==> config.mk <==
export PLATFORM = sky130hd
export DESIGN_NAME = ge3s_window
export DESIGN_NICKNAME = d
export VERILOG_FILES = /design/src/ge3s_pkg.sv /design/src/ge3s_window.sv
export SDC_FILE = /design/constraint.sdc
export NUM_CORES = 1
export LEC_CHECK = 0
export ABC_AREA = 1
export ABC_CLOCK_PERIOD_IN_PS = 7300
export BUFFER_PORTS_ARGS = -buffer_cell sky130_fd_sc_hd__buf_2
export CAP_MARGIN = 25
export CORE_MARGIN = 10
export CORE_UTILIZATION = 54
export CTS_CLUSTER_DIAMETER = 120
export CTS_CLUSTER_SIZE = 20
export DETAILED_ROUTE_END_ITERATION = 10
export GPL_TIMING_DRIVEN = 1
export PLACE_DENSITY = 0.78
export SETUP_SLACK_MARGIN = 0.4
export SLEW_MARGIN = 20
export SYNTH_ARGS = -nofsm -noshare
export SYNTH_HDL_FRONTEND = slang
export SYNTH_SLANG_ARGS = --single-unit
==> constraint.sdc <==
create_clock -name i_clk -period 7.3 [get_ports i_clk]
set_clock_uncertainty 0.1 [all_clocks]
set_input_delay 1.46 -clock i_clk [delete_from_list [all_inputs] [get_ports i_clk]]
set_output_delay 1.46 -clock i_clk [all_outputs]
set_load 0.01 [all_outputs]
==> src/ge3s_pkg.sv <==
// ----------------------------------------------------------------------------
// ge3s_pkg
// shared sizes, register codes, types and min helpers for the 3x3 erosion
// ----------------------------------------------------------------------------
package ge3s_pkg;

    localparam int MAX_WIDTH   = 2048;
    localparam int MAX_HEIGHT  = 2048;
    localparam int LANES       = 4;
    localparam int PIX_W       = 8;
    localparam int DATA_W      = LANES * PIX_W;
    localparam int MAX_WORDS   = MAX_WIDTH / LANES;
    localparam int ROW_W       = $clog2(MAX_HEIGHT + 2);
    localparam int WORD_W      = $clog2(MAX_WORDS);

    localparam int ROWS_CFG_W  = 12;
    localparam int WORDS_CFG_W = 10;
    localparam int SHAPE_W     = 2;
    localparam int CFG_DATA_W  = 32;
    localparam int REG_IDX_W   = 2;
    localparam int PADDR_W     = REG_IDX_W + 2;

    localparam logic [REG_IDX_W-1:0] REG_FRAME_ROWS   = 2'd0;
    localparam logic [REG_IDX_W-1:0] REG_ROW_WORDS    = 2'd1;
    localparam logic [REG_IDX_W-1:0] REG_KERNEL_SHAPE = 2'd2;

    localparam logic [SHAPE_W-1:0] SHAPE_CROSS   = 2'd1;
    localparam logic [SHAPE_W-1:0] SHAPE_ELLIPSE = 2'd2;

    localparam logic OP_DRAIN = 1'b1;

    typedef logic [PIX_W-1:0] t_pix;

    // one window column: row above, centre row, row below
    typedef struct packed {
        t_pix top;
        t_pix mid;
        t_pix bot;
    } t_col;

    // per-item decode, worked out from the position counters at transfer time
    typedef struct packed {
        logic              live;       // row still inside the frame, pixels used
        logic              tail;       // row one past the frame, line buffers only
        logic              mid_mem;    // centre row comes from the middle line
        logic              above_mem;  // upper row comes from the upper line
        logic              wr_above;   // middle line moves up into the upper line
        logic              first_word; // word 0 of its row
        logic              emit;       // a result word leaves on this item
        logic              top_rep;    // result lies on the top row
        logic              bot_rep;    // result lies on the bottom row
        logic              fs;         // result is the first of the frame
        logic              fe;         // result is the last of the frame
        logic [WORD_W-1:0] addr;       // line buffer word address
    } t_item_ctl;

    typedef struct packed {
        logic              en;
        logic [WORD_W-1:0] addr;
        logic [DATA_W-1:0] data;
    } t_line_wr;

    function automatic t_pix min_pix(input t_pix a, input t_pix b);
        return (a < b) ? a : b;
    endfunction

    // minimum over one column, centre only or all three rows
    function automatic t_pix col_min(input t_col x, input logic full,
                                     input logic top_rep, input logic bot_rep);
        t_pix t;
        t_pix b;
        t_pix m;
        t = top_rep ? x.mid : x.top;
        b = bot_rep ? x.mid : x.bot;
        m = x.mid;
        if (full) begin
            m = min_pix(m, min_pix(t, b));
        end
        return m;
    endfunction

    // one output pixel from its left, centre and right columns
    function automatic t_pix erode_lane(input t_col l, input t_col c, input t_col r,
                                        input logic rect, input logic top_rep,
                                        input logic bot_rep);
        return min_pix(col_min(c, 1'b1, top_rep, bot_rep),
                       min_pix(col_min(l, rect, top_rep, bot_rep),
                               col_min(r, rect, top_rep, bot_rep)));
    endfunction

endpackage

==> src/ge3s_window.sv <==
// ----------------------------------------------------------------------------
// ge3s_window
// item register, sliding window, four-lane minimum and result register
// ----------------------------------------------------------------------------
module ge3s_window (
    input  logic                        i_clk,
    input  logic                        i_rst_n,
    input  logic                        i_load,
    input  logic [ge3s_pkg::DATA_W-1:0] i_pix,
    input  ge3s_pkg::t_item_ctl         i_ctl,
    input  logic [ge3s_pkg::DATA_W-1:0] i_mid_rd,
    input  logic [ge3s_pkg::DATA_W-1:0] i_above_rd,
    input  logic                        i_rect,
    input  logic                        i_m_tready,
    output logic                        o_ready,
    output ge3s_pkg::t_line_wr          o_above_wr,
    output logic                        o_m_tvalid,
    output logic [ge3s_pkg::DATA_W-1:0] o_m_tdata,
    output logic                        o_m_tlast,
    output logic                        o_m_tuser
);

    logic                        r_a_valid;
    logic [ge3s_pkg::DATA_W-1:0] r_a_pix;
    ge3s_pkg::t_item_ctl         r_a_ctl;
    ge3s_pkg::t_col              r_win [ge3s_pkg::LANES+1];
    ge3s_pkg::t_col              n_win [ge3s_pkg::LANES+1];
    ge3s_pkg::t_col              nc    [ge3s_pkg::LANES];
    ge3s_pkg::t_col              cols  [ge3s_pkg::LANES+2];
    logic [ge3s_pkg::DATA_W-1:0] mids;
    logic [ge3s_pkg::DATA_W-1:0] res;
    logic                        r_out_valid;
    logic [ge3s_pkg::DATA_W-1:0] r_out_data;
    logic                        r_out_fs;
    logic                        r_out_fe;
    logic                        out_free;
    logic                        a_go;

    assign out_free = !r_out_valid || i_m_tready;
    assign a_go     = r_a_valid && (!r_a_ctl.emit || out_free);
    assign o_ready  = !r_a_valid || a_go;

    // new column triples for the four pixels of the word
    always_comb begin
        for (int k = 0; k < ge3s_pkg::LANES; k++) begin
            mids[k*ge3s_pkg::PIX_W +: ge3s_pkg::PIX_W] =
                r_a_ctl.mid_mem ? i_mid_rd[k*ge3s_pkg::PIX_W +: ge3s_pkg::PIX_W]
                                : r_a_pix[k*ge3s_pkg::PIX_W +: ge3s_pkg::PIX_W];
            nc[k].mid = mids[k*ge3s_pkg::PIX_W +: ge3s_pkg::PIX_W];
            nc[k].top = r_a_ctl.above_mem
                      ? i_above_rd[k*ge3s_pkg::PIX_W +: ge3s_pkg::PIX_W]
                      : nc[k].mid;
            nc[k].bot = r_a_ctl.live ? r_a_pix[k*ge3s_pkg::PIX_W +: ge3s_pkg::PIX_W]
                                     : nc[k].mid;
        end
    end

    // right neighbour is the next word's first column, or the edge replicated
    always_comb begin
        for (int j = 0; j <= ge3s_pkg::LANES; j++) begin
            cols[j] = r_win[j];
        end
        cols[ge3s_pkg::LANES+1] = r_a_ctl.first_word ? r_win[ge3s_pkg::LANES] : nc[0];
    end

    always_comb begin
        for (int k = 0; k < ge3s_pkg::LANES; k++) begin
            res[k*ge3s_pkg::PIX_W +: ge3s_pkg::PIX_W] =
                ge3s_pkg::erode_lane(cols[k], cols[k+1], cols[k+2], i_rect,
                                     r_a_ctl.top_rep, r_a_ctl.bot_rep);
        end
    end

    // left neighbour is kept from the previous word, or replicated at word 0
    always_comb begin
        n_win[0] = r_a_ctl.first_word ? nc[0] : r_win[ge3s_pkg::LANES];
        for (int k = 0; k < ge3s_pkg::LANES; k++) begin
            n_win[k+1] = nc[k];
        end
    end

    always_comb begin
        o_above_wr.en   = a_go && r_a_ctl.wr_above;
        o_above_wr.addr = r_a_ctl.addr;
        o_above_wr.data = mids;
    end

    always_ff @(posedge i_clk) begin
        if (!i_rst_n) begin
            r_a_valid   <= 1'b0;
            r_out_valid <= 1'b0;
        end else begin
            if (i_load) begin
                r_a_valid <= 1'b1;
            end else if (a_go) begin
                r_a_valid <= 1'b0;
            end
            if (a_go && r_a_ctl.emit) begin
                r_out_valid <= 1'b1;
            end else if (i_m_tready) begin
                r_out_valid <= 1'b0;
            end
        end
    end

    always_ff @(posedge i_clk) begin
        if (i_load) begin
            r_a_pix <= i_pix;
            r_a_ctl <= i_ctl;
        end
        if (a_go) begin
            r_win <= n_win;
        end
        if (a_go && r_a_ctl.emit) begin
            r_out_data <= res;
            r_out_fs   <= r_a_ctl.fs;
            r_out_fe   <= r_a_ctl.fe;
        end
    end

    assign o_m_tvalid = r_out_valid;
    assign o_m_tdata  = r_out_data;
    assign o_m_tlast  = r_out_fe;
    assign o_m_tuser  = r_out_fs;

endmodule

* Word level (Yosys, flattened, before mapping)
Cells that the tools add are included.
Word-level totals: RAM bits 0, bits in registers 207, bits of input ports 121, logic and storage cells 119, output and inout bits 78, memories kept 0, bits in latches 0, bits in read-only memories 0
Operators by class: multiplexer cells 56, add/subtract/negate cells 0, equal/unequal tests 0, $mul 0, reductions and logical operators 11, $lt $le $gt $ge 20, div/mod/pow operators 0, shift operators 0, bitwise operators 0
Operators with widths (count):
- two-way mux 8 bit | 50
- < comparator 8 bit | 20
- two-way mux 24 bit | 2
- two-way mux 1 bit | 4
- nonzero test 2 bit | 2
- logical AND 1 bit | 3
- logical NOT 1 bit | 3
- logical OR 1 bit | 3

* Logic depth before layout (Yosys ltp)
depth after elaboration 13, depth in mapped cells 51, gate-level depth less buffers 47

* Least setup slack after synthesis
OpenSTA, ideal clock, no wires.
path type input to register, from input i_mid_rd[5] (netlist bit), to register r_out_data (netlist bit o_m_tdata[24]), data pin, cell stages on the path 37, slack -598 ps, buffers on the path 3, data arrival time 7545 ps, path through or2_2 -> o21ai_0 -> o21ai_0 -> o21ai_0 -> inv_1 -> ha_1 -> a21oi_1 -> nor2_1 -> a211oi_1 -> nand2_2 -> clkbuf_1 -> o21ai_0 -> ha_1 -> a21oi_1 -> nor2_1 -> a211oi_1 -> nand2_1 -> nand2_1 -> inv_1 -> clkbuf_1 -> o21ai_0 -> ha_1 -> a21oi_1 -> nor2_1 -> a211oi_1 -> nand2_2 -> buf_2 -> nand2_1 -> o21a_1 -> inv_1 -> ha_1 -> a21oi_1 -> nor2_1 -> a211oi_1 -> nand2_4 -> nand2_1 -> nand2_1
Between the ends: cells in the longest elaborated chain, start to end 13, elaborated cells on any way between the ends 15
RTL lines:
- start, declared | RTL line ge3s_window.sv:11 | input logic [ge3s_pkg::DATA_W-1:0] i_mid_rd,
- two-way mux 8 bit (*) | RTL line ge3s_window.sv:47 | r_a_ctl.mid_mem ? i_mid_rd[k*ge3s_pkg::PIX_W +: ge3s_pkg::PIX_W]
- two-way mux 8 bit, on equally long branches | RTL line ge3s_window.sv:51, ge3s_window.sv:53
- two-way mux 24 bit (*) | RTL line ge3s_window.sv:63 | cols[ge3s_pkg::LANES+1] = r_a_ctl.first_word ? r_win[ge3s_pkg::LANES] : nc[0];
- two-way mux 8 bit, on equally long branches | RTL line ge3s_pkg.sv:73, ge3s_pkg.sv:74
- < comparator 8 bit | RTL line ge3s_pkg.sv:64 | return (a < b) ? a : b;
- two-way mux 8 bit | RTL line ge3s_pkg.sv:64
- < comparator 8 bit | RTL line ge3s_pkg.sv:64
- two-way mux 8 bit | RTL line ge3s_pkg.sv:64
- two-way mux 8 bit (*) | RTL line ge3s_pkg.sv:76 | if (full) begin
- < comparator 8 bit | RTL line ge3s_pkg.sv:64
- two-way mux 8 bit (*) | RTL line ge3s_pkg.sv:64
- < comparator 8 bit | RTL line ge3s_pkg.sv:64
- two-way mux 8 bit (*) | RTL line ge3s_pkg.sv:64
- via res, one bit | RTL line ge3s_window.sv:31 | logic [ge3s_pkg::DATA_W-1:0] res;
- end signal, assigned | RTL line ge3s_window.sv:115 | r_out_data <= res;
- end, declared | RTL line ge3s_window.sv:33 | logic [ge3s_pkg::DATA_W-1:0] r_out_data;
Mark *: on every way through the listed nets, which the timed path passes. The rest lies on a longest branch. A chain may end at the register's enable or synchronous reset.

* Worst setup path in the final report
from input i_mid_rd[5] (netlist bit), to register r_out_data (netlist bit o_m_tdata[31]), data pin
Same word-level chain as after synthesis.

==> qor.txt <==
Placement row count: 60
Power density over cell area: 290 mW/mm²
Global route overflow: 0
Type of the worst min-delay path: flip-flop to flip-flop
Start point of the worst hold path: r_a_ctl[10]$_DFFE_PP_
Vertical extent of the die: 186 µm
Sequential area share after synthesis: 0.414
Pin count of the biggest net entering global routing: 70
Final critical delay including setup and external delays: 6.83 ns
Maximum root-to-sink buffer count: 3
Placer congestion estimate: 0.961
Number of cells produced by synthesis: 1906
Element type at the critical path end: flip-flop
CP Data Arrival Time: 6.96 ns
Fraction of post-synthesis cell area in the top cell type by area: 0.411
Vias in the first global route: 12.7k
# hold bufs at CTS: 0
Clock tree sinks: 207
Worst reg2reg startpoint: r_a_ctl[12]$_DFFE_PP_
Clk Tree Root Cell: clkbuf_16
Die footprint: 0.0348 mm²
Synth unique cells: 32
Number of warnings issued by yosys: 0
Worst slew margin relative to its limit: 0.320
Detail Route Antenna Nets: 0
Worst IR drop on VDD: 0.229 mV
Dominant cells by area after synthesis: edfxtp_1 (41%), nand2_1 (14%), ha_1 (12%), o21ai_0 (11%), inv_1 (5.2%)
Most repeated library cell on the critical path: nand2_1
Number of input and output port buffers inserted: 197
H-tree Lvls: 1
P&R area growth vs syn: 19.5%
HPWL after detailed placement: 33.6 mm
DR WL/cell: 17.4 µm
Drt via density: 5.43
Count of final max-slew check failures: 0
CP Max Fanout: 8
Class of the most critical setup path: input pin to flip-flop
Setup repair after global routing missed its margin: yes
Static leakage: 8.44 nW
Final-report hold violation count: 0
Total length of routed wires: 44.1 mm
Critical path launch point type: input pin
Diodes inserted: 0
Cell family with most CP delay: compound AO/OA/AOI/OAI gates
Slew at the pin closest to its max-slew limit: 1.02 ns
Outcome: completed
Synthesized flop and latch total: 207
Slowest cell on the critical path: ha_1
Number of setup violations in the final report: 0
Instance area at placement: 0.0167 mm²
Largest area contributor in the netlist: edfxtp_1
Number of buffer and inverter stages on the critical path: 5
Required time of the worst setup path: 7.43 ns
Slowest cell delay on critical path: 0.32 ns
Layout filler cell count: 2251
Number of search-and-repair iterations in the first detailed-routing pass: 6
Number of DRC markers in iteration 0: 1524
Initial antenna violation count: 0
Share of cells above drive strength 1: 0.248
First element of the critical path: i_mid_rd[5]
IO Pins: 199
Post-synth net total: 2165
Layout Cell Area excl Fill: 0.0179 mm²
Max-cap violations: 0
Post-layout power: 0.00519 W
Synthesized area: 0.0150 mm²
CTS tree: done
Clock transition at path regs: 0.09 ns
Via count: 13.8k
Final worst-path cycle share: 0.935
Post-route DRC violation count: 0
Std-Cell Core Area: 0.0271 mm²
Wire length of the first global-routing pass: 66.5 mm
Max frequency: 146 MHz
GR Util All Layers: 0.231
Final total negative setup slack: 0 ns
Width of the die: 186 µm
Total number of nets in the final design: 2418
Initial Utilization: 0.552
Clock latency reported for the late side of the worst-skew pair: 0.50 ns
Syn avg cell area: 7.85 µm²
Number of CTS-inserted buffers: 14
## where the power goes
group | leakage (nW) | internal (W) | switching (W)
clock | 0.191 | 0.000360 | 0.000395
sequential | 1.95 | 0.00150 | 0.0000516
combinational | 6.29 | 0.00116 | 0.00172
## repair_timing
item	CTS	global route
setup endpoints to repair	25	32
resized for setup	11	151
buffers inserted	3	39
gates cloned	0	9
endpoints found under the hold margin	0	0
pin swaps	1	33
## metrics by stage
| stage | hold slack, ns | cells | util | setup slack (ns) |
|---|---|---|---|---|
| 2_1_floorplan | 0.300 | 1906 | - | 0.370 |
| 3_3_place_gp | 0.303 | 2464 | 0.615 | 0.00101 |
| 3_5_place_dp | 0.308 | 2464 | 0.615 | -0.151 |
| 4_1_cts | 0.324 | 2487 | 0.632 | 0.379 |
| 5_1_grt | 0.325 | 2535 | 0.660 | 0.222 |
| 6_report | 0.324 | 2535 | 0.660 | 0.474 |
## routing by layer
layer / global-route usage / part of all wire / vias up
li1: - / - / 6846
met1: 0.324 / 0.43 / 6169
met2: 0.355 / 0.44 / 656
met3: 0.0432 / 0.10 / 87
met4: 0.0713 / 0.031 / 0
met5: 0 / 0 / -
## registers in the layout (all words and copies together), names as in the netlist
name and count:
cols 120, o_above_wr 9, o_m_tdata 32, o_m_tlast 1, o_m_tuser 1, o_m_tvalid 1
r_a_ctl 10, r_a_pix 32, r_a_valid 1
## cell type report
type	instances	area [µm²]	area share
Clock buffer	18	365	0.0204
Clock inverter	2	32.5	0.00182
Inverter	214	811	0.0453
Multi-Input combinational cell	1381	7840	0.438
Sequential cell	207	6200	0.346
Tap cell	372	465	0.0260
Timing Repair Buffer	340	2180	0.122
Timing Repair inverter	1	7.51	0.000420
## path summary, 6_finish.rpt
check             slack [ns]  depth (start not counted)                      end
setup / recovery        0.47                         39  o_m_tdata[31]$_DFFE_PP_
hold / removal          0.32                          0      o_m_tuser$_DFFE_PP_
setup reg to reg        0.69                         36   o_m_tdata[5]$_DFFE_PP_
hold reg to reg         0.32                          0      o_m_tuser$_DFFE_PP_
## logic make-up after synthesis
kind of cell,share of synthesized area
simple gates,0.225
compound gates,0.151
buf+inv,0.0940
flops,0.414
fa+ha+maj,0.115
mux,0.00134
## Yosys cell counts (all sizes together)
| cell | n |
|---|---|
| a211oi | 18 |
| a21boi | 1 |
| a21oi | 78 |
| a31oi | 2 |
| and2 | 5 |
| buf | 58 |
| clkbuf | 51 |
| dfxtp | 2 |
| edfxtp | 205 |
| ha | 138 |
| inv | 214 |
| mux2i | 2 |
| nand2 | 619 |
| nand3 | 74 |
| nand3b | 3 |
| nand4 | 4 |
| nor2 | 57 |
| nor3 | 7 |
| o211ai | 1 |
| o21a | 4 |
| o21ai | 332 |
| or2 | 31 |
## cell usage in the layout, fill, tap and decap left out, types with 3 or more instances in the layout
| cell type | instances |
|---|---|
| a211oi_2 | 13 |
| a211oi_4 | 3 |
| a21oi_1 | 64 |
| a21oi_2 | 14 |
| and2_1 | 5 |
| buf_12 | 4 |
| buf_2 | 197 |
| buf_4 | 132 |
| buf_6 | 4 |
| clkbuf_1 | 4 |
| clkbuf_16 | 17 |
| edfxtp_1 | 205 |
| ha_1 | 132 |
| ha_4 | 4 |
| inv_1 | 200 |
| inv_2 | 11 |
| inv_4 | 3 |
| nand2_1 | 567 |
| nand2_2 | 48 |
| nand2_4 | 9 |
| nand3_1 | 74 |
| nand3b_1 | 3 |
| nand4_1 | 4 |
| nor2_1 | 55 |
| nor3_1 | 7 |
| o21a_1 | 4 |
| o21ai_0 | 233 |
| o21ai_1 | 57 |
| o21ai_2 | 36 |
| o21ai_4 | 6 |
| or2_2 | 26 |
| or2_4 | 3 |
(Power assumes the default switching activity.)
