**src/ge3s_pkg.sv**
```systemverilog
// ----------------------------------------------------------------------------
// ge3s_pkg
// shared sizes, register codes, types and min helpers for the 3x3 erosion
// ----------------------------------------------------------------------------
package ge3s_pkg;

    localparam int MAX_WIDTH   = 2048;
    localparam int MAX_HEIGHT  = 2048;
    localparam int LANES       = 4;
    localparam int PIX_W       = 8;
    localparam int DATA_W      = LANES * PIX_W;
    localparam int MAX_WORDS   = MAX_WIDTH / LANES;
    localparam int ROW_W       = $clog2(MAX_HEIGHT + 2);
    localparam int WORD_W      = $clog2(MAX_WORDS);

    localparam int ROWS_CFG_W  = 12;
    localparam int WORDS_CFG_W = 10;
    localparam int SHAPE_W     = 2;
    localparam int CFG_DATA_W  = 32;
    localparam int REG_IDX_W   = 2;
    localparam int PADDR_W     = REG_IDX_W + 2;

    localparam logic [REG_IDX_W-1:0] REG_FRAME_ROWS   = 2'd0;
    localparam logic [REG_IDX_W-1:0] REG_ROW_WORDS    = 2'd1;
    localparam logic [REG_IDX_W-1:0] REG_KERNEL_SHAPE = 2'd2;

    localparam logic [SHAPE_W-1:0] SHAPE_CROSS   = 2'd1;
    localparam logic [SHAPE_W-1:0] SHAPE_ELLIPSE = 2'd2;

    localparam logic OP_DRAIN = 1'b1;

    typedef logic [PIX_W-1:0] t_pix;

    // one window column: row above, centre row, row below
    typedef struct packed {
        t_pix top;
        t_pix mid;
        t_pix bot;
    } t_col;

    // per-item decode, worked out from the position counters at transfer time
    typedef struct packed {
        logic              live;       // row still inside the frame, pixels used
        logic              tail;       // row one past the frame, line buffers only
        logic              mid_mem;    // centre row comes from the middle line
        logic              above_mem;  // upper row comes from the upper line
        logic              wr_above;   // middle line moves up into the upper line
        logic              first_word; // word 0 of its row
        logic              emit;       // a result word leaves on this item
        logic              top_rep;    // result lies on the top row
        logic              bot_rep;    // result lies on the bottom row
        logic              fs;         // result is the first of the frame
        logic              fe;         // result is the last of the frame
        logic [WORD_W-1:0] addr;       // line buffer word address
    } t_item_ctl;

    typedef struct packed {
        logic              en;
        logic [WORD_W-1:0] addr;
        logic [DATA_W-1:0] data;
    } t_line_wr;

    function automatic t_pix min_pix(input t_pix a, input t_pix b);
        return (a < b) ? a : b;
    endfunction

    // minimum over one column, centre only or all three rows
    function automatic t_pix col_min(input t_col x, input logic full,
                                     input logic top_rep, input logic bot_rep);
        t_pix t;
        t_pix b;
        t_pix m;
        t = top_rep ? x.mid : x.top;
        b = bot_rep ? x.mid : x.bot;
        m = x.mid;
        if (full) begin
            m = min_pix(m, min_pix(t, b));
        end
        return m;
    endfunction

    // one output pixel from its left, centre and right columns
    function automatic t_pix erode_lane(input t_col l, input t_col c, input t_col r,
                                        input logic rect, input logic top_rep,
                                        input logic bot_rep);
        return min_pix(col_min(c, 1'b1, top_rep, bot_rep),
                       min_pix(col_min(l, rect, top_rep, bot_rep),
                               col_min(r, rect, top_rep, bot_rep)));
    endfunction

endpackage

```
**src/ge3s_pos.sv**
```systemverilog
// ----------------------------------------------------------------------------
// ge3s_pos
// input position counters and per-item decode
// ----------------------------------------------------------------------------
module ge3s_pos (
    input  logic                             i_clk,
    input  logic                             i_rst_n,
    input  logic                             i_clear,
    input  logic [ge3s_pkg::ROW_W-1:0]       i_rows,
    input  logic [ge3s_pkg::WORDS_CFG_W-1:0] i_words,
    input  logic                             i_op,
    input  logic                             i_proc,
    output logic                             o_ignore,
    output ge3s_pkg::t_item_ctl              o_ctl
);

    logic [ge3s_pkg::ROW_W-1:0]       r_row;
    logic [ge3s_pkg::WORD_W-1:0]      r_word;
    logic [ge3s_pkg::WORDS_CFG_W-1:0] word_inc;
    logic                             live;
    logic                             tail;
    logic                             row_nz;
    logic                             row_ge2;
    logic                             word_nz;

    assign live     = r_row < i_rows;
    assign tail     = r_row == i_rows;
    assign row_nz   = r_row != '0;
    assign row_ge2  = r_row >= ge3s_pkg::ROW_W'(2);
    assign word_nz  = r_word != '0;
    assign word_inc = ge3s_pkg::WORDS_CFG_W'(r_word) + ge3s_pkg::WORDS_CFG_W'(1);

    // a drain tick is dropped until the last input word has come in
    assign o_ignore = (i_op == ge3s_pkg::OP_DRAIN) && live;

    always_comb begin
        o_ctl            = '0;
        o_ctl.live       = live;
        o_ctl.tail       = tail;
        o_ctl.mid_mem    = row_nz;
        o_ctl.above_mem  = row_ge2;
        o_ctl.wr_above   = live && row_nz;
        o_ctl.first_word = !word_nz;
        o_ctl.emit       = (row_nz && word_nz) || (row_ge2 && !word_nz);
        o_ctl.top_rep    = word_nz ? (r_row == ge3s_pkg::ROW_W'(1))
                                   : (r_row == ge3s_pkg::ROW_W'(2));
        o_ctl.bot_rep    = word_nz ? (r_row >= i_rows) : (r_row > i_rows);
        o_ctl.fs         = word_nz ? (r_word == ge3s_pkg::WORD_W'(1) &&
                                      r_row == ge3s_pkg::ROW_W'(1))
                                   : (r_row == ge3s_pkg::ROW_W'(2) &&
                                      i_words == ge3s_pkg::WORDS_CFG_W'(1));
        o_ctl.fe         = !word_nz && !live && !tail;
        o_ctl.addr       = r_word;
    end

    always_ff @(posedge i_clk) begin
        if (!i_rst_n || i_clear) begin
            r_row  <= '0;
            r_word <= '0;
        end else if (i_proc) begin
            if (!live && !tail) begin
                // last flush item: the frame is complete
                r_row  <= '0;
                r_word <= '0;
            end else if (word_inc >= i_words) begin
                r_row  <= r_row + ge3s_pkg::ROW_W'(1);
                r_word <= '0;
            end else begin
                r_word <= word_inc[ge3s_pkg::WORD_W-1:0];
            end
        end
    end

endmodule

```
**config.mk**
```make
export PLATFORM = sky130hd
export DESIGN_NAME = ge3s_pos
export DESIGN_NICKNAME = d
export VERILOG_FILES = /design/src/ge3s_pkg.sv /design/src/ge3s_pos.sv
export SDC_FILE = /design/constraint.sdc
export NUM_CORES = 1
export LEC_CHECK = 0
export ABC_AREA = 1
export BUFFER_PORTS_ARGS = -buffer_cell sky130_fd_sc_hd__buf_2
export CORE_ASPECT_RATIO = 0.9
export CORE_MARGIN = 2
export CORE_UTILIZATION = 50
export CTS_BUF_LIST = sky130_fd_sc_hd__clkbuf_4 sky130_fd_sc_hd__clkbuf_8 sky130_fd_sc_hd__clkbuf_16
export DETAILED_ROUTE_END_ITERATION = 16
export PLACE_DENSITY = 0.84
export SLEW_MARGIN = 0
export SYNTH_ARGS = -nofsm -noshare
export SYNTH_HDL_FRONTEND = slang
export SYNTH_SLANG_ARGS = --single-unit
```
**constraint.sdc**
```tcl
create_clock -name i_clk -period 2.4 [get_ports i_clk]
set_clock_uncertainty 0.2 [all_clocks]
set_input_delay 0.24 -clock i_clk [delete_from_list [all_inputs] [get_ports i_clk]]
set_output_delay 0.24 -clock i_clk [all_outputs]
set_load 0.01 [all_outputs]
```
== Word-level counts from Yosys, hierarchy flattened ==
Index checks and enable logic that the tools add are counted.

* Register bits after elaboration: 21
* Word-level logic and storage cells: 40
* Bits in read-only memories: 0
* Memories: 0
* Input bits: 27
* Output and inout bits: 21
* Latch bits: 0
* Bits in writable memories: 0

* Bitwise gates (word level): 0
* Reductions and logical operators: 19
* Multiply operators: 0
* Equal/unequal tests: 5
* Div/mod/pow operators: 0
* Add/subtract/negate cells: 2
* Shifts and indexed selects: 0
* Order comparisons: 5
* Muxes and demuxes: 7

{| class="wikitable"
|+ Operators by type and width
! cell !! number
|-
| $mux 12 || 2
|-
| $mux 9 || 2
|-
| $add 12x1->12 const B || 1
|-
| $eq 12x1->1 const B || 1
|-
| $eq 12x12->1 || 1
|-
| $eq 12x2->1 const B || 1
|-
| $ge 12x12->1 || 1
|-
| $ge 12x2->1 const B || 1
|-
| $gt 12x12->1 || 1
|-
| $lt 12x12->1 || 1
|-
| $reduce_bool 12->1 || 1
|-
| $add 9x1->10 const B || 1
|-
| $eq 10x1->1 const B || 1
|-
| $ge 10x10->1 || 1
|-
| $eq 9x1->1 const B || 1
|-
| $logic_and 1x1->1 || 9
|-
| $reduce_bool 9->1 || 1
|-
| $logic_not 1->1 || 4
|-
| $mux 1 || 3
|-
| $logic_or 1x1->1 || 2
|-
| $reduce_and 2->1 || 1
|-
| $reduce_bool 2->1 || 1
|}

== Longest topological paths before layout ==
Gate-level depths: netlist (run 1).

* Word-level depth: 5
* Gate-level depth with buffers: 18
* Depth with buffers taken out: 18

== Worst setup path after synthesis (run 1) ==
No wires, ideal clock.

* Path type: register -> register
* Start: register r_word[0] (netlist name)
* End: register r_row[7] (netlist name)
* Required time: 2.133 ns
* Stages on the path, launching flop included: 17
* Path buffers: 1
* Library setup time: 0.067 ns
* Period minus slack after synthesis: 2.639 ns
* Setup slack: -0.239 ns
* Arrival: 2.372 ns
* Path through: dfxtp_1 > ha_1 > nand2_1 > nor2_1 > nand3_1 > xor2_1 > ha_1 > nand2_2 > inv_2 > a21oi_4 > nand3_2 > nor2_8 > nand2_4 > nand2_4 > buf_12 > nand2_1 > a21oi_2

* Longest elaborated chain between the ends: 4

{| class="wikitable"
|+ Ends and longest elaborated chain
! element !! line !! source
|-
| from (decl) || ge3s_pos.sv:18 || <nowiki>logic [ge3s_pkg::WORD_W-1:0] r_word;</nowiki>
|-
| from (signal assigned) || ge3s_pos.sv:69 || <nowiki>r_word <= word_inc[ge3s_pkg::WORD_W-1:0];</nowiki>
|-
| $add 9x1->10 || ge3s_pos.sv:31 || <nowiki>assign word_inc = ge3s_pkg::WORDS_CFG_W'(r_word) + ge3s_pkg::WORDS_CFG_W'(1);</nowiki>
|-
| $ge 10x10->1 || ge3s_pos.sv:65 || <nowiki>end else if (word_inc >= i_words) begin</nowiki>
|-
| $reduce_bool 2->1 (no line) || - ||
|-
| $reduce_and 2->1 (no line) || - ||
|-
| to (signal assigned) || ge3s_pos.sv:66 || <nowiki>r_row <= r_row + ge3s_pkg::ROW_W'(1);</nowiki>
|-
| to (decl) || ge3s_pos.sv:17 || <nowiki>logic [ge3s_pkg::ROW_W-1:0] r_row;</nowiki>
|}

No other way between the ends.
A chain may end at the register's enable or synchronous reset.

== Worst setup path after layout (run 1) ==
* Start: register r_word[0] (netlist name)
* End: register r_word[5] (netlist name)

* Longest elaborated chain between the ends: 4

{| class="wikitable"
|+ Ends and longest elaborated chain
! element !! line !! source
|-
| $add 9x1->10 * || ge3s_pos.sv:31 ||
|-
| $ge 10x10->1 || ge3s_pos.sv:65 ||
|-
| $mux 9 * || ge3s_pos.sv:65 ||
|-
| $mux 9 * || ge3s_pos.sv:61 || <nowiki>if (!live && !tail) begin</nowiki>
|}

Every way passes the cells marked *; elsewhere a longest branch is shown, timed or not.

==> impl_metrics.py, run 1 <==
metrics = {
    "outcome": {
        "outcome": "finished, violations left",
        "violations": "setup timing",
    },
    "worst_setup_path": {
        "timing.rr.start": "r_word[0]",
        "reg2reg_depth": 14,
        "worst_setup_path_end_kind": "register",
        "cp-start-kind": "register",
        "critPathMaxFanout": 6,
        "rrSetupSlack_ns": -0.16,
        "critical_path.endpoint": "r_word[5]",
        "r2r-end": "r_word[5]",
        "cp.required_ns": 2.40,
        "path_class": "register to register",
        "critPathLaunch": "r_word[0]",
        "arrival_ns": 2.55,
    },
    "synthesis": {
        "synth_cell_type_count": 29,
        "ys_seq_area_share_pct": 18.9,
        "synthTopCellsByArea": "dfxtp_1 (19%), ha_1 (16%), inv_1 (11%), nand2_1 (11%), nand4_1 (6.8%)",
        "netlist_area_um2": 2220,
        "synth_common_cells": "inv_1 (66), nand2_1 (66), nor2_1 (34)",
        "async_flop_share_pct": 0,
        "syn_area_per_cell_um2": 6.51,
        "synth_top_area_cell": "dfxtp_1",
        "synth_edf_count": 0,
        "ys_ff_latch": 21,
        "syn_inst": 341,
        "synthesis.nets": 397,
        "synth_ff_type": "dfxtp_1",
        "synth_top_area_share_pct": 18.9,
        "ys_warn_count": 0,
    },
    "die": {
        "rows": 22,
        "die_w_um": 74.3,
        "die-area_um2": 4990,
        "start_util_pct": 53.1,
        "core_area_um2": 4180,
        "io_pins": 48,
        "die_h_um": 67.2,
    },
    "timing": {
        "worst-slew-pin-transition_ns": 0.621,
        "timing.hold.ws_ns": 0.137,
        "rsz0062_at_grt": "yes",
        "min_period_ns": 2.56,
        "setup_violations": 21,
        "fmax_mhz": 391,
        "final.period_utilization_pct": 107,
        "drv_slew": 0,
        "setup_ws_ns": -0.157,
        "relSlewSlack_pct": 58.5,
        "final_hold_viol_count": 0,
    },
    "grt": {
        "grt_pass1_wl_mm": 9.98,
        "grt_max_degree": 16,
        "grt-ovfl-total": 0,
        "antenna_found_initial": 0,
        "grt_use_total_pct": 26.0,
        "grt_pass1_vias": 2211,
    },
    "power_and_ir_drop": {
        "seqPwrFrac_pct": 47.7,
        "ir_drop_mv": 0.180,
        "power.density_nw_per_um2": 245,
        "switching_power_uw": 204,
        "leakage_uw": 0.00161,
        "p_int_uw": 523,
        "comb_power_share_pct": 16.4,
        "p_total_uw": 728,
        "switching_share_pct": 28.1,
        "clkPwrFrac_pct": 35.8,
    },
    "cts": {
        "clockRootBuffer": "clkbuf_8",
        "clock-sinks": 21,
        "cts_buffers": 3,
        "tritoncts": "done",
        "cts_buffer_depth": 2,
        "clk_pin_slew_worst_paths_ns": 0.08,
        "clock_latency_ns": 0.27,
        "cts-htree-levels": 1,
    },
    "placement": {
        "portBuffers": 47,
        "dpl.hpwl_mm": 4.54,
        "place_congestion": 0.913,
    },
    "finish": {
        "layout-drive-gt1-share_pct": 35.5,
        "syn_to_final_growth_pct": 33.9,
        "fillers": 308,
        "antenna_cells": 0,
        "nets": 471,
    },
    "detailed_routing": {
        "drt-total-wl_mm": 6.48,
        "firstDrtPassIters": 4,
        "vias": 2469,
        "drtAntennaViolNets": 0,
        "wl_per_cell_um": 13.7,
        "drt_iter0_markers": 232,
        "drc_errors": 0,
        "vias_per_cell": 5.21,
    },
    "job": {
        "maxCapViolCount": 0,
    },
    "hold_path": {
        "hold_path.class": "input port to register",
    },
}
layout by cell type, fill, tap and decap left out, types with 7 or more instances in the layout:
cell type / count
a21oi_1: 16
a21oi_2: 8
buf_2: 47
buf_4: 30
dfxtp_1: 9
dfxtp_2: 8
ha_1: 25
inv_1: 64
nand2_1: 59
nand2_2: 16
nand3_1: 9
nand3_2: 7
nand4_1: 24
nor2_1: 31
xor2_1: 12
worst min-delay path by stage:
stage                   start   endpoint  slack [ns]  cells after the start
floorplan             i_clear   r_row[1]        0.25                      3
global placement    r_word[8]  r_word[8]        0.30                      2
detailed placement  r_word[8]  r_word[8]        0.30                      2
CTS                    i_proc  r_word[0]        0.13                      3
global route           i_proc  r_word[0]        0.15                      3
finish                 i_proc  r_word[0]        0.14                      3
registers in the layout (all words and copies together) (netlist names):
signal / count
r_row: 12
r_word: 9
critical path, cell delays in order, from the launching register on:
cell and delay [ns]:
dfxtp_4 0.38, ha_4 0.15, nand2_4 0.06, nor2_4 0.12, nand3_2 0.08, xor2_2 0.17
ha_1 0.30, nand2_2 0.09, inv_2 0.06, a21oi_4 0.16, nand3_4 0.12, nor2_8 0.17
buf_6 0.15, nand4_1 0.13, a21oi_2 0.16
power by group through the flow:
stage               Clock (µW)  Combinational, µW  Sequential [µW]
floorplan                    0               60.3              359
global placement             0                104              358
detailed placement           0                108              358
CTS                        258                112              350
global route               268                135              348
finish                     261                120              347
layer usage:
layer,GRT usage (%),vias to the layer above,wire (µm)
met4,10.3,0,169
met5,0,-,0
met3,3.73,17,478
li1,-,1231,-
met1,35.8,1120,2840
met2,41.3,101,2990
repair_timing:
action / CTS / global route
endpoints found under the setup margin: 21 / 26
endpoints found under the hold margin: 0 / 0
setup buffers: 3 / 1
resized for setup: 17 / 30
pin swaps: 20 / 18
hold buffers: 0 / 0
cloned: 1 / 0
metrics by stage:
step	util [%]	std cells	instance area, µm²	setup slack [ns]	TNS, ns
2_1_floorplan	-	341	2250	-0.0715	-0.635
3_3_place_gp	64.4	465	2690	-0.0527	-0.325
3_5_place_dp	64.4	465	2690	-0.185	-1.99
4_1_cts	68.3	473	2860	-0.100	-1.55
5_1_grt	71.1	474	2970	-0.286	-5.03
6_report	71.1	474	2970	-0.157	-2.31
kinds of logic after synthesis:
group / after synthesis / synth area share [%]
AOI/OAI and AO/OA: 34 / 8.68
DFF: 21 / 18.9
buffers and inverters: 80 / 15.2
and+or+nand+nor: 162 / 34.9
adders and majority gates: 29 / 16.3
xor gates and xnor gates: 15 / 5.92
layout make-up:
cell class                      instances  area [µm²]  area share, %
Clock buffer                            4        48.8           1.64
Multi-Input combinational cell        241        1660           55.9
Sequential cell                        21         445           15.0
Tap cell                               60        75.1           2.53
Inverter                               69         259           8.71
Timing Repair Buffer                   79         483           16.2
Power figures use the tool's default switching activity.
==> inputs of run 2 (changes only) <==
- ABC_AREA: 1 -> unset
==> run 2 against run 1 <==
The run still ends with setup timing left. Critical path depth down 3. Register-to-register slack lost 0.27 ns. Flip-flop and latch count is the same. Largest power group unchanged.
==> impl_metrics.py, run 2 <==
metrics = {
    "outcome": {
        "outcome": "finished, violations left",
        "violations": "setup timing",
    },
    "cts": {
        "tritoncts": "done",
        "cts_buffer_depth": 2,
        "clockRootBuffer": "clkbuf_8",
        "clock_latency_ns": 0.27,
        "cts_buffers": 3,
        "clk_pin_slew_worst_paths_ns": 0.08,
        "holdBufCountCts": 0,
        "clock-sinks": 21,
        "cts-htree-levels": 1,
    },
    "power_and_ir_drop": {
        "switching_share_pct": 28.0,
        "power.density_nw_per_um2": 231,
        "p_total_uw": 751,
        "p_int_uw": 541,
        "clkPwrFrac_pct": 34.5,
        "seqPwrFrac_pct": 45.8,
        "leakage_uw": 0.00159,
        "ir_drop_mv": 0.223,
        "comb_power_share_pct": 19.7,
        "switching_power_uw": 210,
    },
    "timing": {
        "worst-slew-pin-transition_ns": 0.774,
        "setup_ws_ns": -0.431,
        "relSlewSlack_pct": 48.0,
        "setup_violations": 25,
        "final_hold_viol_count": 0,
        "fmax_mhz": 353,
        "rsz0062_at_grt": "yes",
        "final.period_utilization_pct": 118,
        "drv_slew": 0,
        "min_period_ns": 2.83,
    },
    "placement": {
        "dpl.hpwl_mm": 5.02,
        "dpl-instance-area_um2": 2810,
        "place_congestion": 0.947,
        "portBuffers": 47,
    },
    "detailed_routing": {
        "drtAntennaViolNets": 0,
        "top_layer_used": "met4",
        "wl_per_cell_um": 17.9,
        "met2_length_mm": 3.96,
        "wl_met1_mm": 2.84,
        "drc_errors": 0,
        "wl_met3_um": 582,
        "firstDrtPassIters": 5,
        "vias": 2578,
        "drt_iter0_markers": 292,
        "vias_per_cell": 6.09,
        "drt-total-wl_mm": 7.59,
    },
    "synthesis": {
        "synth_edf_count": 0,
        "yosysMostFrequentCell": "inv_1",
        "async_flop_share_pct": 0,
        "synthesis.nets": 329,
        "synthTopCellsByArea": "dfxtp_1 (20%), ha_1 (17%), inv_1 (6.3%), nand3_1 (4.2%), a21oi_1 (3.7%)",
        "ys_warn_count": 0,
        "synth_top_area_share_pct": 19.5,
        "synth_ff_type": "dfxtp_1",
        "netlist_area_um2": 2150,
        "synth_cell_type_count": 51,
        "ys_seq_area_share_pct": 19.5,
        "ys_ff_latch": 21,
        "synth_common_cells": "inv_1 (36), ha_1 (29), dfxtp_1 (21)",
        "syn_inst": 273,
        "synth_top_area_cell": "dfxtp_1",
        "syn_area_per_cell_um2": 7.89,
    },
    "die": {
        "start_util_pct": 52.5,
        "die_w_um": 73.2,
        "io_pins": 48,
        "core_area_um2": 4100,
        "die_h_um": 66.3,
        "die-area_um2": 4850,
        "rows": 22,
    },
    "worst_setup_path": {
        "worst_setup_path_end_kind": "register",
        "cp_top_family": "simple AND/OR/NAND/NOR gates",
        "worstPathCellList": "ha_4, nand3_4, or3_4, nand2_2, ha_1, nand4_1, o311ai_2, buf_4, or2_2, a32oi_1, nand2_1",
        "cp-start-kind": "register",
        "r2r-end": "r_row[6]",
        "reg2reg_depth": 11,
        "timing.rr.start": "r_word[1]",
        "cp.required_ns": 2.35,
        "path_class": "register to register",
        "slowest_delay_ns": 0.39,
        "arrival_ns": 2.78,
        "rrSetupSlack_ns": -0.43,
        "critPathMaxFanout": 6,
        "cp_num_buf_inv": 1,
        "critical-path-slowest-cell": "dfxtp_4",
    },
    "grt": {
        "grt_pass1_vias": 2422,
        "grt_max_degree": 15,
        "grt_use_total_pct": 30.2,
        "antenna_found_initial": 0,
        "grt_pass1_wl_mm": 11.3,
        "grt-ovfl-total": 0,
    },
    "finish": {
        "layout_commonest_cell": "buf_4",
        "antenna_cells": 0,
        "layout-drive-gt1-share_pct": 46.4,
        "fillers": 244,
        "reg_top3": "r_row (12), r_word (9)",
        "final_cell_mix": "buf_4 (57), buf_2 (47), inv_1 (36), ha_1 (23), nand2_1 (15)",
        "syn_to_final_growth_pct": 51.0,
        "largest_reg_flops": 12,
        "top_register": "r_row",
        "fin_area_um2": 3250,
        "final_util_pct": 79.3,
        "nets": 432,
    },
    "hold_path": {
        "hold_path.class": "input port to register",
        "hold_end": "r_word[0]",
        "hold_depth": 3,
        "hold_start": "i_proc",
    },
    "job": {
        "maxCapViolCount": 0,
    },
}
[run 2: cell count changes after synthesis, moves of 7 or more]
| cell | delta |
|---|---|
| inv_1 | -30 |
| nand2_2 | -11 |
| nand4_1 | -18 |
| a31oi_1 | +8 |
| a21oi_1 | -7 |
| nor2_1 | -24 |
| xor2_1 | -10 |
| nand2_1 | -48 |
[run 2: routing by layer]
layer	vias up	global-route usage [%]
met4	0	11.1
met3	30	5.18
met1	1197	34.2
met5	-	0
li1	1193	-
met2	158	56.0
[run 2: how the worst max path moves through the flow]
stage / start / end / cells past startpoint / slack, ns
6_report: r_word[1] / r_row[6] / 11 / -0.43
5_1_grt: r_word[1] / r_word[5] / 11 / -0.52
4_1_cts: r_word[0] / r_row[0] / 11 / -0.20
3_5_place_dp: r_word[0] / r_row[7] / 12 / -0.29
3_3_place_gp: r_word[0] / r_row[0] / 11 / -0.16
2_1_floorplan: r_word[3] / r_word[3] / 11 / -0.09
[run 2: cells by family (layout without fill, tap and decap cells)]
logic type	Yosys count	count (layout)	synth area share (%)
multiplexers	4	4	1.86
AND/OR/NAND/NOR	103	104	29.3
XOR/XNOR	5	5	2.03
AO/OA/AOI/OAI	62	62	20.0
buffers and inverters	49	150	10.4
adder cells (fa/ha/maj)	29	29	16.9
flip-flops	21	21	19.5
[run 2: power groups by stage]
| stage | combinational (µW) | sequential, µW | clock [µW] |
|---|---|---|---|
| detailed placement | 128 | 357 | 0 |
| floorplan | 73.2 | 358 | 0 |
| global route | 161 | 344 | 276 |
| finish | 148 | 344 | 259 |
| CTS | 135 | 344 | 255 |
| global placement | 122 | 357 | 0 |
[run 2: worst register-to-register path, cell delays in order (launching register included)]
cell      delay (ns)
dfxtp_4         0.39
ha_4            0.15
nand3_4         0.12
or3_4           0.37
nand2_2         0.10
ha_1            0.24
nand4_1         0.13
o311ai_2        0.10
buf_4           0.18
or2_2           0.35
a32oi_1         0.27
nand2_1         0.10
[run 2: through the flow]
step	hold WS [ns]	setup slack, ns	TNS [ns]	cells
global route	0.140	-0.520	-9.39	423
detailed placement	0.312	-0.286	-4.46	400
finish	0.119	-0.431	-6.38	423
floorplan	0.220	-0.0927	-0.881	273
global placement	0.305	-0.163	-2.25	400
CTS	0.124	-0.202	-3.12	418
[run 2: what timing repair did]
item,in CTS,in global routing
gates cloned,0,1
setup endpoints to repair,26,29
buffers inserted,14,4
pin swaps,24,13
resized for setup,29,17
[run 2: final cells by class]
| cell class | count | area (µm²) | area share (%) |
|---|---|---|---|
| Timing Repair Buffer | 110 | 766 | 23.6 |
| Sequential cell | 21 | 448 | 13.8 |
| Clock buffer | 4 | 48.8 | 1.50 |
| Multi-Input combinational cell | 204 | 1790 | 55.2 |
| Inverter | 36 | 135 | 4.16 |
| Tap cell | 48 | 60.1 | 1.85 |
